[config.mk]
export PLATFORM = sky130hd
export DESIGN_NAME = sha256_byte_stream_hasher_core
export DESIGN_NICKNAME = d
export VERILOG_FILES = /design/src/rtl/shabs_pkg.sv /design/src/rtl/shabs_sched.sv /design/src/rtl/shabs_round.sv /design/src/rtl/sha256_byte_stream_hasher_core.sv
export SDC_FILE = /design/constraint.sdc
export NUM_CORES = 2
export LEC_CHECK = 0
export BUFFER_PORTS_ARGS = -buffer_cell sky130_fd_sc_hd__buf_2
export CAP_MARGIN = 20
export CORE_ASPECT_RATIO = 0.9
export CORE_MARGIN = 1.5
export CORE_UTILIZATION = 30
export CTS_CLUSTER_DIAMETER = 30
export DETAILED_ROUTE_END_ITERATION = 6
export HOLD_SLACK_MARGIN = 0.02
export SYNTH_ARGS = -nofsm -noshare
export SYNTH_HDL_FRONTEND = slang
export SYNTH_HIERARCHICAL = 1
export SYNTH_SLANG_ARGS = --single-unit
[constraint.sdc]
create_clock -name clk -period 14 [get_ports clk]
set_clock_uncertainty 0.05 [all_clocks]
set_input_delay 2.1 -clock clk [delete_from_list [all_inputs] [get_ports clk]]
set_output_delay 2.1 -clock clk [all_outputs]
set_load 0.1 [all_outputs]
[src/rtl/shabs_pkg.sv]
// shared types, constants and round functions for the sha-256 byte stream hasher
`default_nettype none

package shabs_pkg;

    localparam int unsigned HASH_WORDS = 8;
    localparam int unsigned ROUNDS     = 64;

    localparam logic [7:0] PAD_BYTE = 8'h80;

    localparam logic [31:0] INIT_H [HASH_WORDS] = '{
        32'h6a09e667, 32'hbb67ae85, 32'h3c6ef372, 32'ha54ff53a,
        32'h510e527f, 32'h9b05688c, 32'h1f83d9ab, 32'h5be0cd19
    };

    localparam logic [31:0] ROUND_K [ROUNDS] = '{
        32'h428a2f98, 32'h71374491, 32'hb5c0fbcf, 32'he9b5dba5,
        32'h3956c25b, 32'h59f111f1, 32'h923f82a4, 32'hab1c5ed5,
        32'hd807aa98, 32'h12835b01, 32'h243185be, 32'h550c7dc3,
        32'h72be5d74, 32'h80deb1fe, 32'h9bdc06a7, 32'hc19bf174,
        32'he49b69c1, 32'hefbe4786, 32'h0fc19dc6, 32'h240ca1cc,
        32'h2de92c6f, 32'h4a7484aa, 32'h5cb0a9dc, 32'h76f988da,
        32'h983e5152, 32'ha831c66d, 32'hb00327c8, 32'hbf597fc7,
        32'hc6e00bf3, 32'hd5a79147, 32'h06ca6351, 32'h14292967,
        32'h27b70a85, 32'h2e1b2138, 32'h4d2c6dfc, 32'h53380d13,
        32'h650a7354, 32'h766a0abb, 32'h81c2c92e, 32'h92722c85,
        32'ha2bfe8a1, 32'ha81a664b, 32'hc24b8b70, 32'hc76c51a3,
        32'hd192e819, 32'hd6990624, 32'hf40e3585, 32'h106aa070,
        32'h19a4c116, 32'h1e376c08, 32'h2748774c, 32'h34b0bcb5,
        32'h391c0cb3, 32'h4ed8aa4a, 32'h5b9cca4f, 32'h682e6ff3,
        32'h748f82ee, 32'h78a5636f, 32'h84c87814, 32'h8cc70208,
        32'h90befffa, 32'ha4506ceb, 32'hbef9a3f7, 32'hc67178f2
    };

    // control toward the round unit
    typedef struct packed {
        logic iv;     // load initial hash values
        logic load;   // working vars <= hash state
        logic rnd;    // one compression round
        logic add;    // hash state += working vars
    } round_ctl_t;

    // control toward the schedule window
    typedef struct packed {
        logic byte_en;    // shift a byte into the word assembler
        logic word_done;  // this byte completes a word
        logic adv;        // produce the next schedule word
        logic raw;        // next word comes straight from the window
    } sched_ctl_t;

    function automatic logic [31:0] big_sigma0(input logic [31:0] x);
        return {x[1:0], x[31:2]} ^ {x[12:0], x[31:13]} ^ {x[21:0], x[31:22]};
    endfunction

    function automatic logic [31:0] big_sigma1(input logic [31:0] x);
        return {x[5:0], x[31:6]} ^ {x[10:0], x[31:11]} ^ {x[24:0], x[31:25]};
    endfunction

    function automatic logic [31:0] small_sigma0(input logic [31:0] x);
        return {x[6:0], x[31:7]} ^ {x[17:0], x[31:18]} ^ {3'b000, x[31:3]};
    endfunction

    function automatic logic [31:0] small_sigma1(input logic [31:0] x);
        return {x[16:0], x[31:17]} ^ {x[18:0], x[31:19]} ^ {10'b0, x[31:10]};
    endfunction

endpackage

`default_nettype wire

[src/rtl/shabs_sched.sv]
// byte-to-word assembler and 16-word message schedule shift window
`default_nettype none

module shabs_sched (
    input  wire logic                  clk,
    input  wire logic                  rst_n,
    input  wire shabs_pkg::sched_ctl_t ctl,
    input  wire logic [7:0]            byte_in,
    output logic [31:0]                w_word
);

    logic [23:0] asm_reg;
    logic [31:0] win_reg [16];
    logic [31:0] w_reg;
    logic [31:0] w_next;
    logic [31:0] push_word;

    assign push_word = {asm_reg, byte_in};

    // win_reg[0] is the oldest word, w[t-16] for a computed word
    always_comb
    begin
        if (ctl.raw)
        begin
            w_next = win_reg[0];
        end
        else
        begin
            w_next = shabs_pkg::small_sigma1(win_reg[14]) + win_reg[9]
                   + shabs_pkg::small_sigma0(win_reg[1]) + win_reg[0];
        end
    end

    always_ff @(posedge clk or negedge rst_n)
    begin
        if (!rst_n)
        begin
            w_reg <= '0;
        end
        else if (ctl.adv)
        begin
            w_reg <= w_next;
        end
    end

    always_ff @(posedge clk)
    begin
        if (ctl.byte_en)
        begin
            asm_reg <= {asm_reg[15:0], byte_in};
        end
        if (ctl.byte_en && ctl.word_done)
        begin
            for (int i = 0; i < 15; i++)
            begin
                win_reg[i] <= win_reg[i + 1];
            end
            win_reg[15] <= push_word;
        end
        else if (ctl.adv)
        begin
            for (int i = 0; i < 15; i++)
            begin
                win_reg[i] <= win_reg[i + 1];
            end
            win_reg[15] <= w_next;
        end
    end

    assign w_word = w_reg;

endmodule

`default_nettype wire

[src/rtl/shabs_round.sv]
// shared compression round unit with working variables and hash state
`default_nettype none

module shabs_round (
    input  wire logic                  clk,
    input  wire logic                  rst_n,
    input  wire shabs_pkg::round_ctl_t ctl,
    input  wire logic [31:0]           k_word,
    input  wire logic [31:0]           w_word,
    input  wire logic [2:0]            rd_idx,
    output logic [31:0]                hash_word
);

    logic [31:0] h_reg [8];
    logic [31:0] v_reg [8];
    logic [31:0] t1;
    logic [31:0] t2;
    logic [31:0] ch;
    logic [31:0] maj;

    assign ch  = (v_reg[4] & v_reg[5]) ^ (~v_reg[4] & v_reg[6]);
    assign maj = (v_reg[0] & v_reg[1]) ^ (v_reg[0] & v_reg[2]) ^ (v_reg[1] & v_reg[2]);
    assign t1  = v_reg[7] + shabs_pkg::big_sigma1(v_reg[4]) + ch + k_word + w_word;
    assign t2  = shabs_pkg::big_sigma0(v_reg[0]) + maj;

    always_ff @(posedge clk or negedge rst_n)
    begin
        if (!rst_n)
        begin
            for (int i = 0; i < 8; i++)
            begin
                h_reg[i] <= shabs_pkg::INIT_H[i];
                v_reg[i] <= '0;
            end
        end
        else if (ctl.iv)
        begin
            for (int i = 0; i < 8; i++)
            begin
                h_reg[i] <= shabs_pkg::INIT_H[i];
            end
        end
        else if (ctl.load)
        begin
            for (int i = 0; i < 8; i++)
            begin
                v_reg[i] <= h_reg[i];
            end
        end
        else if (ctl.rnd)
        begin
            v_reg[7] <= v_reg[6];
            v_reg[6] <= v_reg[5];
            v_reg[5] <= v_reg[4];
            v_reg[4] <= v_reg[3] + t1;
            v_reg[3] <= v_reg[2];
            v_reg[2] <= v_reg[1];
            v_reg[1] <= v_reg[0];
            v_reg[0] <= t1 + t2;
        end
        else if (ctl.add)
        begin
            for (int i = 0; i < 8; i++)
            begin
                h_reg[i] <= h_reg[i] + v_reg[i];
            end
        end
    end

    assign hash_word = h_reg[rd_idx];

endmodule

`default_nettype wire

[src/rtl/sha256_byte_stream_hasher_core.sv]
// top level of the sha-256 byte stream hasher: sequencer, padding and digest output
// usage
//   input channel (in_valid/in_ready): one item per handshake; byte_present
//   says whether data_byte is a message byte, message_end closes the message
//   output channel (out_valid/out_ready): eight items per message, the digest
//   words h0..h7 with word_index 0..7 and last_word set on the eighth
// flow
//   a byte item is taken at each handshake while a block is being collected
//   the 64th byte of a block starts compression: the working vars are
//   loaded, 64 rounds run on the one shared round unit, then the hash
//   state is updated, all with in_ready low
//   at message end the padding is generated one byte per cycle into the same
//   block path (over up to two blocks, paused for a compression after each),
//   then the digest is offered one word per accepted cycle
// reset
//   asynchronous, active low; leaves the hasher empty with the initial hash
//   values loaded, in_ready high and out_valid low
// stalls
//   while out_ready is low the current digest word holds and no new item is
//   taken; the next message starts only after the last word is delivered
`default_nettype none

module sha256_byte_stream_hasher_core (
    input  wire logic        clk,
    input  wire logic        rst_n,
    input  wire logic        in_valid,
    output logic             in_ready,
    input  wire logic        byte_present,
    input  wire logic [7:0]  data_byte,
    input  wire logic        message_end,
    output logic             out_valid,
    input  wire logic        out_ready,
    output logic [31:0]      digest_word,
    output logic [2:0]       word_index,
    output logic             last_word
);

    localparam logic [2:0] ST_COLLECT = 3'd0;
    localparam logic [2:0] ST_PAD     = 3'd1;
    localparam logic [2:0] ST_PRIME   = 3'd2;
    localparam logic [2:0] ST_ROUND   = 3'd3;
    localparam logic [2:0] ST_ADD     = 3'd4;
    localparam logic [2:0] ST_OUT     = 3'd5;

    localparam logic [5:0] LEN_POS   = 6'd56;
    localparam logic [5:0] LAST_POS  = 6'd63;
    localparam logic [5:0] RAW_LAST  = 6'd15;

    logic [2:0]  state_reg, state_next;
    logic [5:0]  fill_reg, fill_next;         // bytes in the current block
    logic [63:0] bit_count_reg, bit_count_next;
    logic [5:0]  round_cnt_reg, round_cnt_next;
    logic [2:0]  out_idx_reg, out_idx_next;
    logic        pend_end_reg, pend_end_next; // message end seen, padding owed
    logic        pad80_reg, pad80_next;       // pad marker already written
    logic        len_reg, len_next;           // writing the length field
    logic        final_reg, final_next;       // block in flight is the last one

    shabs_pkg::round_ctl_t rctl;
    shabs_pkg::sched_ctl_t sctl;
    logic [7:0]  push_byte;
    logic [7:0]  pad_byte;
    logic [7:0]  len_byte;
    logic [63:0] len_shift;
    logic        is_len;
    logic [31:0] w_word;
    logic [31:0] hash_word;

    // length field goes out big-endian, byte k of it at block offset 56 + k
    assign len_shift = bit_count_reg << {fill_reg[2:0], 3'b000};
    assign len_byte  = len_shift[63:56];
    assign is_len    = pad80_reg && (len_reg || (fill_reg == LEN_POS));

    always_comb
    begin
        if (!pad80_reg)
        begin
            pad_byte = shabs_pkg::PAD_BYTE;
        end
        else if (is_len)
        begin
            pad_byte = len_byte;
        end
        else
        begin
            pad_byte = '0;
        end
    end

    always_comb
    begin
        state_next     = state_reg;
        fill_next      = fill_reg;
        bit_count_next = bit_count_reg;
        round_cnt_next = round_cnt_reg;
        out_idx_next   = out_idx_reg;
        pend_end_next  = pend_end_reg;
        pad80_next     = pad80_reg;
        len_next       = len_reg;
        final_next     = final_reg;
        rctl           = '0;
        sctl           = '0;
        push_byte      = data_byte;

        unique case (state_reg)
            ST_COLLECT:
            begin
                if (in_valid)
                begin
                    pend_end_next = message_end;
                    if (byte_present)
                    begin
                        sctl.byte_en   = 1'b1;
                        bit_count_next = bit_count_reg + 64'd8;
                        fill_next      = fill_reg + 6'd1;
                        if (fill_reg == LAST_POS)
                        begin
                            state_next = ST_PRIME;
                        end
                        else if (message_end)
                        begin
                            state_next = ST_PAD;
                        end
                    end
                    else if (message_end)
                    begin
                        state_next = ST_PAD;
                    end
                end
            end
            ST_PAD:
            begin
                sctl.byte_en = 1'b1;
                push_byte    = pad_byte;
                fill_next    = fill_reg + 6'd1;
                pad80_next   = 1'b1;
                if (is_len)
                begin
                    len_next = 1'b1;
                end
                if (fill_reg == LAST_POS)
                begin
                    state_next = ST_PRIME;
                    final_next = is_len;
                end
            end
            ST_PRIME:
            begin
                rctl.load      = 1'b1;
                sctl.adv       = 1'b1;
                sctl.raw       = 1'b1;
                round_cnt_next = '0;
                state_next     = ST_ROUND;
            end
            ST_ROUND:
            begin
                rctl.rnd       = 1'b1;
                sctl.adv       = 1'b1;
                sctl.raw       = (round_cnt_reg < RAW_LAST);
                round_cnt_next = round_cnt_reg + 6'd1;
                if (round_cnt_reg == LAST_POS)
                begin
                    state_next = ST_ADD;
                end
            end
            ST_ADD:
            begin
                rctl.add = 1'b1;
                if (final_reg)
                begin
                    out_idx_next = '0;
                    state_next   = ST_OUT;
                end
                else if (pend_end_reg)
                begin
                    state_next = ST_PAD;
                end
                else
                begin
                    state_next = ST_COLLECT;
                end
            end
            ST_OUT:
            begin
                if (out_ready)
                begin
                    out_idx_next = out_idx_reg + 3'd1;
                    if (out_idx_reg == 3'd7)
                    begin
                        // back to an empty message
                        rctl.iv        = 1'b1;
                        fill_next      = '0;
                        bit_count_next = '0;
                        pend_end_next  = 1'b0;
                        pad80_next     = 1'b0;
                        len_next       = 1'b0;
                        final_next     = 1'b0;
                        state_next     = ST_COLLECT;
                    end
                end
            end
            default:
            begin
                state_next = ST_COLLECT;
            end
        endcase

        sctl.word_done = (fill_reg[1:0] == 2'b11);
    end

    always_ff @(posedge clk or negedge rst_n)
    begin
        if (!rst_n)
        begin
            state_reg     <= ST_COLLECT;
            fill_reg      <= '0;
            bit_count_reg <= '0;
            round_cnt_reg <= '0;
            out_idx_reg   <= '0;
            pend_end_reg  <= 1'b0;
            pad80_reg     <= 1'b0;
            len_reg       <= 1'b0;
            final_reg     <= 1'b0;
        end
        else
        begin
            state_reg     <= state_next;
            fill_reg      <= fill_next;
            bit_count_reg <= bit_count_next;
            round_cnt_reg <= round_cnt_next;
            out_idx_reg   <= out_idx_next;
            pend_end_reg  <= pend_end_next;
            pad80_reg     <= pad80_next;
            len_reg       <= len_next;
            final_reg     <= final_next;
        end
    end

    shabs_sched u_sched (
        .clk     (clk),
        .rst_n   (rst_n),
        .ctl     (sctl),
        .byte_in (push_byte),
        .w_word  (w_word)
    );

    shabs_round u_round (
        .clk       (clk),
        .rst_n     (rst_n),
        .ctl       (rctl),
        .k_word    (shabs_pkg::ROUND_K[round_cnt_reg]),
        .w_word    (w_word),
        .rd_idx    (out_idx_reg),
        .hash_word (hash_word)
    );

    assign in_ready    = (state_reg == ST_COLLECT);
    assign out_valid   = (state_reg == ST_OUT);
    assign digest_word = hash_word;
    assign word_index  = out_idx_reg;
    assign last_word   = (out_idx_reg == 3'd7);

endmodule

`default_nettype wire

### Yosys cells after proc, flatten, opt, wreduce, memory -nomap -nowiden

Memories as Yosys holds them, arrays and structs flattened.
Cells that the tools add are included.

| word-level totals | value |
|---|---|
| memory bits (writable) | 512 |
| memories | 2 |
| memory bits (read-only) | 2,048 |
| register bits | 654 |

Memories:

| name | depth | width | read ports | clocked after memory_dff | write ports | RTL line | source |
|---|---|---|---|---|---|---|---|
| (no name shown) | 64 | 32 | 1 | 0 | 0 | sha256_byte_stream_hasher_core.sv:251 | `.k_word (shabs_pkg::ROUND_K[round_cnt_reg]),` |
| u_sched.win_reg | 16 | 32 | 16 | 0 | 16 | shabs_sched.sv:13 | `logic [31:0] win_reg [16];` |

| cells by class | value |
|---|---|
| bitwise logic cells | 36 |
| equal/unequal tests | 20 |
| add/sub/neg operators | 22 |
| reductions and logical operators | 21 |
| magnitude comparators | 3 |
| shifts and indexed selects | 1 |
| multiplexer cells | 80 |

Operator list:

| operator | number |
|---|---|
| 256-bit 2-to-1 mux | 6 |
| 32-bit 2-to-1 mux | 21 |
| 32-bit adder | 18 |
| 32-bit XOR | 9 |
| 64-bit 2-to-1 mux | 4 |
| 32-bit AND | 5 |
| 64-bit one-hot mux with 2 select lines | 1 |
| 32-bit binary-select mux with 3-bit select | 1 |
| 64-bit by 4-bit adder with 64-bit output, second input constant | 1 |
| 64-bit by 6-bit left shift with 64-bit output | 1 |
| 3-bit 2-to-1 mux | 11 |
| 32-bit NOT | 1 |
| 32-bit by 22-bit XOR with 32-bit output | 1 |
| 32-bit by 29-bit XOR with 32-bit output | 1 |
| 6-bit 2-to-1 mux | 4 |
| 8-bit 2-to-1 mux | 3 |
| 1-bit 2-to-1 mux | 19 |
| 6-bit equality test, second input constant | 3 |
| 3-bit one-hot mux with 6 select lines | 1 |
| 6-bit one-hot mux with 3 select lines | 1 |
| 1-bit OR | 16 |
| 5-bit AND reduction | 3 |
| 6-bit by 1-bit adder with 6-bit output, second input constant | 2 |
| 6-bit one-hot mux with 2 select lines | 1 |
| 24 further kinds | 49 |

### Longest topological paths before layout

| depth | value |
|---|---|
| depth after elaboration | 9 |
| gate-level depth with buffers | 41 |
| mapped depth without buffers | 39 |

### Modules after synthesis

Netlist, hierarchy kept.

Modules (own cells, without submodules):

| module | instances | sequential area each (um^2) | cells an instance | area an instance (um^2) |
|---|---|---|---|---|
| shabs_round | 1 | 12,982.5 | 5,069 | 44,873.0 |
| shabs_sched | 1 | 16,896.2 | 1,371 | 22,602.9 |
| sha256_byte_stream_hasher_core | 1 | 2,077.0 | 1,043 | 7,911.3 |

### Worst setup path after synthesis

OpenSTA, ideal clock, no wires.

| path | value |
|---|---|
| kind | input port to flip-flop |
| start | input port byte_present |
| end | memory u_sched.win_reg[0][0], enable pin |
| stages on the path | 6 |
| required time | 10.318 ns |
| setup slack | -1.553 ns |
| arrival time | 11.871 ns |
| cells stage by stage | nand3_1 > nand2_1 > nand2_1 > clkbuf_1 > buf_1 > nand2_1 |

RTL lines:

| item | RTL line | source |
|---|---|---|
| start: declaration | sha256_byte_stream_hasher_core.sv:28 | `input wire logic byte_present,` |
| end: declaration | shabs_sched.sv:13 |  |

### Worst setup path after layout

| path | value |
|---|---|
| start | register round_cnt_reg[0] |
| end | register u_round/v_reg[252] (netlist name) |

| between the ends | value |
|---|---|
| word-level cells in the longest chain between the ends | 9 |

Ends and longest elaborated chain:

| item | RTL line | source |
|---|---|---|
| start: declaration | sha256_byte_stream_hasher_core.sv:52 | `logic [5:0] round_cnt_reg, round_cnt_next;` |
| start signal: assignment | sha256_byte_stream_hasher_core.sv:230 | `round_cnt_reg <= round_cnt_next;` |
| 6-bit NOT with 7-bit output (not written as such) | sha256_byte_stream_hasher_core.sv:251 |  |
| memory 64 x 32 bit | -- |  |
| 32-bit 2-to-1 mux (not written as such) (2 in series) | sha256_byte_stream_hasher_core.sv:251 |  |
| 32-bit adder (2 in series) | shabs_round.sv:23 | `assign t1 = v_reg[7] + shabs_pkg::big_sigma1(v_reg[4]) + ch + k_word + w_word;` |
| 32-bit adder | shabs_round.sv:59 | `v_reg[0] <= t1 + t2;` |
| 256-bit 2-to-1 mux | shabs_round.sv:50 | `else if (ctl.rnd)` |
| 256-bit 2-to-1 mux | shabs_round.sv:43 | `else if (ctl.load)` |
| end signal: indexed assignment | shabs_round.sv:47 | `v_reg[i] <= h_reg[i];` |
| end: declaration | shabs_round.sv:15 | `logic [31:0] v_reg [8];` |

Every way passes these cells. The select of a mux whose other input is x is not followed.
A chain may end at the register's enable or synchronous reset.

==> flow_summary.ini <==
[clocking]
post_cts_resized = 0
postCtsHoldBufs = 0
h-tree-depth = 5
cts_root_buffer = clkbuf_16
clk_path_buf_depth = 4
cts_setup_buffers = 0
cts_num_sinks = 1163
clk_latency_ns = 0.85
numCtsBuffers = 303
cts_tree = built
clk_pin_slew_ns = 0.05

[synthesis]
synth_xor_area_share_pct = 6.56
muxShareOfSynthArea_pct = 6.97
synth_top_area_share_pct = 21.4
netlist_instances = 7483
synth.distinct_cells = 112
synthArstFlopShare_pct = 53.9
syn_area_per_cell_um2 = 10.1
yosysWarnings = 6
synthAdderAreaFrac_pct = 11.7
yosys-top-cells-area = edfxtp_1, dfrtp_1, ha_1
synthSimpleGateAreaFrac_pct = 11.4
synthesis.nets = 8086
ys.flop_type = edfxtp_1
ys_ff_latch = 1163
synth_compound_area_share_pct = 16.6
synth-edff-count = 536
synth_area_um2 = 75400
synth_top_area_cell = edfxtp_1
yosysSeqAreaShare_pct = 42.4
synth_top_family_by_area = compound AO/OA/AOI/OAI gates

[timing]
hold_ws_ns = 0.319
period_needed_ns = 9.99
min_period_over_period_pct = 71.3
hold_viol = 0
slew_headroom_pct = 26.6
rsz0062_at_grt = false
worstMarginPinSlew_ns = 1.07
fmax_mhz = 100
setup_viol = 0
setup_tns_ns = 0
slew_violations = 0

[die]
ioPinCount = 52
die_w_um = 531
dieArea_um2 = 254000
rows = 174
coreArea_um2 = 250000
die_y_um = 479
initial_utilization_pct = 30.2

[flow_run]
cap_violations = 0

[setup_path]
slowest_stage = a2111oi_0
cp_num_buf_inv = 6
critPathTopFamily = compound AO/OA/AOI/OAI gates
worstPathRequired_ns = 14.63
path_common_cell = inv_1
endpoint_kind = register
critPathArrivalTime_ns = 10.62
crit_path_max_fanout = 21
slowest_delay_ns = 0.65
start_kind = register
path_class = reg -> reg

[place]
dp_hpwl_um = 184000
io_buffers = 51
place_congestion = 0.960
dp.cells = 10600

[grt]
gr-total-overflow = 0
grt_pass1_vias = 57400
grt_max_degree = 151
grt_use_total_pct = 19.4
grt_pass1_wl_um = 377000
grt_antenna_before_repair = 7

[final_layout]
fin_cells = 11100
nNetsFinal = 8152
largest_reg_flops = 512
syn2layout_area_growth_pct = 18.9
fin_util_pct = 35.9
drive_above_1_share_pct = 12.8

[detailed_routing]
wl_per_cell_um = 22.8
drt-pass1-iter-count = 6
wl_um = 254000
vias = 59400
drt_iter0_drc = 6051
drc = 0
via_per_inst = 5.34
ant_nets = 0

[min_path]
hold_path.class = reg -> reg

[run_status]
status = complete, no violations
==> per-stage QoR <==
stage                     setup WS, ns  area (um^2)
after detailed placement          4.27        79100
after floorplan                   3.69        75400
after global placement            4.30        79100
after global routing              3.52        89700
final                             4.01        89700
after CTS                         4.21        89600
==> worst reg2reg max path, delay by kind of cell, from the launching register on <==
kind | cells | cell delay, ns
flip-flops | 1 | 0.36
buffers and inverters | 6 | 0.72
multiplexers | 1 | 0.12
adder cells (fa/ha/maj) | 7 | 3.13
AND/OR/NAND/NOR | 8 | 1.22
AO/OA/AOI/OAI | 13 | 3.88
XOR/XNOR | 2 | 0.33
==> path summary, 6_finish.rpt <==
check,startpoint,endpoint,slack (ns),cells after the start
setup / recovery,round_cnt_reg[0],u_round/v_reg[252],4.01,37
hold / removal,u_sched/win_reg[0][240],u_sched/win_reg[0][208],0.32,0
setup reg to reg,round_cnt_reg[0],u_round/v_reg[252],4.01,37
hold reg to reg,u_sched/win_reg[0][240],u_sched/win_reg[0][208],0.32,0
max in group asynchronous,rst_n,u_round/h_reg[128],9.88,4
min in group asynchronous,rst_n,u_round/h_reg[215],1.25,1
==> logic make-up after synthesis <==
kind of cell               Yosys count
AOI/OAI and AO/OA                 2034
and+or+nand+nor                   1868
xor gates and xnor gates           565
DFF                               1163
muxes                              403
adders and majority gates          591
buffers and inverters              859
==> synthesized netlist by cell type, drive strengths merged, types with 54 or more instances <==
| library cell | n |
|---|---|
| nand2 | 783 |
| xor2 | 167 |
| nor2 | 409 |
| or3 | 58 |
| a21oi | 588 |
| o211ai | 80 |
| ha | 394 |
| nor3 | 99 |
| buf | 55 |
| edfxtp | 536 |
| dfstp | 136 |
| nand3 | 145 |
| fa | 195 |
| xnor2 | 398 |
| dfrtp | 491 |
| mux2i | 258 |
| a211oi | 66 |
| mux4 | 92 |
| clkbuf | 327 |
| and3 | 54 |
| a31oi | 65 |
| inv | 475 |
| o21a | 71 |
| nor2b | 66 |
| o21ai | 645 |
| a21o | 192 |
==> metal layers <==
layer	vias to the layer above	part of all wire, %	GRT usage, %
met2	2354	42	27.9
met1	29500	47	28.6
met4	2	3.3	6.92
met3	456	8.1	3.92
met5	-	0.0043	0
li1	27100	-	-
==> cell usage in the layout, fill, tap and decap left out, types with 50 or more instances in the layout <==
| master | synthesis | routed |
|---|---|---|
| clkbuf_1 | 325 | 50 |
| nand2_1 | 783 | 779 |
| edfxtp_1 | 536 | 536 |
| or3_1 | 55 | 55 |
| mux4_2 | 92 | 92 |
| o21a_1 | 71 | 71 |
| ha_1 | 394 | 394 |
| dfrtp_1 | 491 | 486 |
| o21ai_0 | 621 | 620 |
| a31oi_1 | 65 | 65 |
| a21oi_1 | 587 | 586 |
| and3_1 | 52 | 52 |
| buf_4 | 1 | 86 |
| nor2_1 | 409 | 406 |
| xor2_1 | 167 | 167 |
| mux2_2 | 52 | 52 |
| clkbuf_16 | 0 | 305 |
| nor2b_1 | 66 | 66 |
| a211oi_1 | 65 | 65 |
| buf_2 | 10 | 50 |
| xnor2_1 | 398 | 398 |
| fa_1 | 195 | 195 |
| mux2i_1 | 258 | 258 |
| inv_1 | 475 | 471 |
| nor3_1 | 99 | 99 |
| nand3_1 | 145 | 145 |
| dfstp_2 | 136 | 136 |
| a21o_1 | 187 | 187 |
| o211ai_1 | 80 | 80 |
==> area by class of cell <==
cell class                      instances  area [um^2]
Fill cell                           24700       160000
Antenna cell                            3         7.51
Multi-Input combinational cell       5461        40200
Clock inverter                        161         2140
Sequential cell                      1163        32000
Timing Repair Buffer                  143         1050
Tap cell                             3344         4180
Inverter                              477         1800
Clock buffer                          390         8300
Power is left out: the tool's default activity adds up to more than one toggle a clock period on the data nets, which glitch-free logic cannot reach.
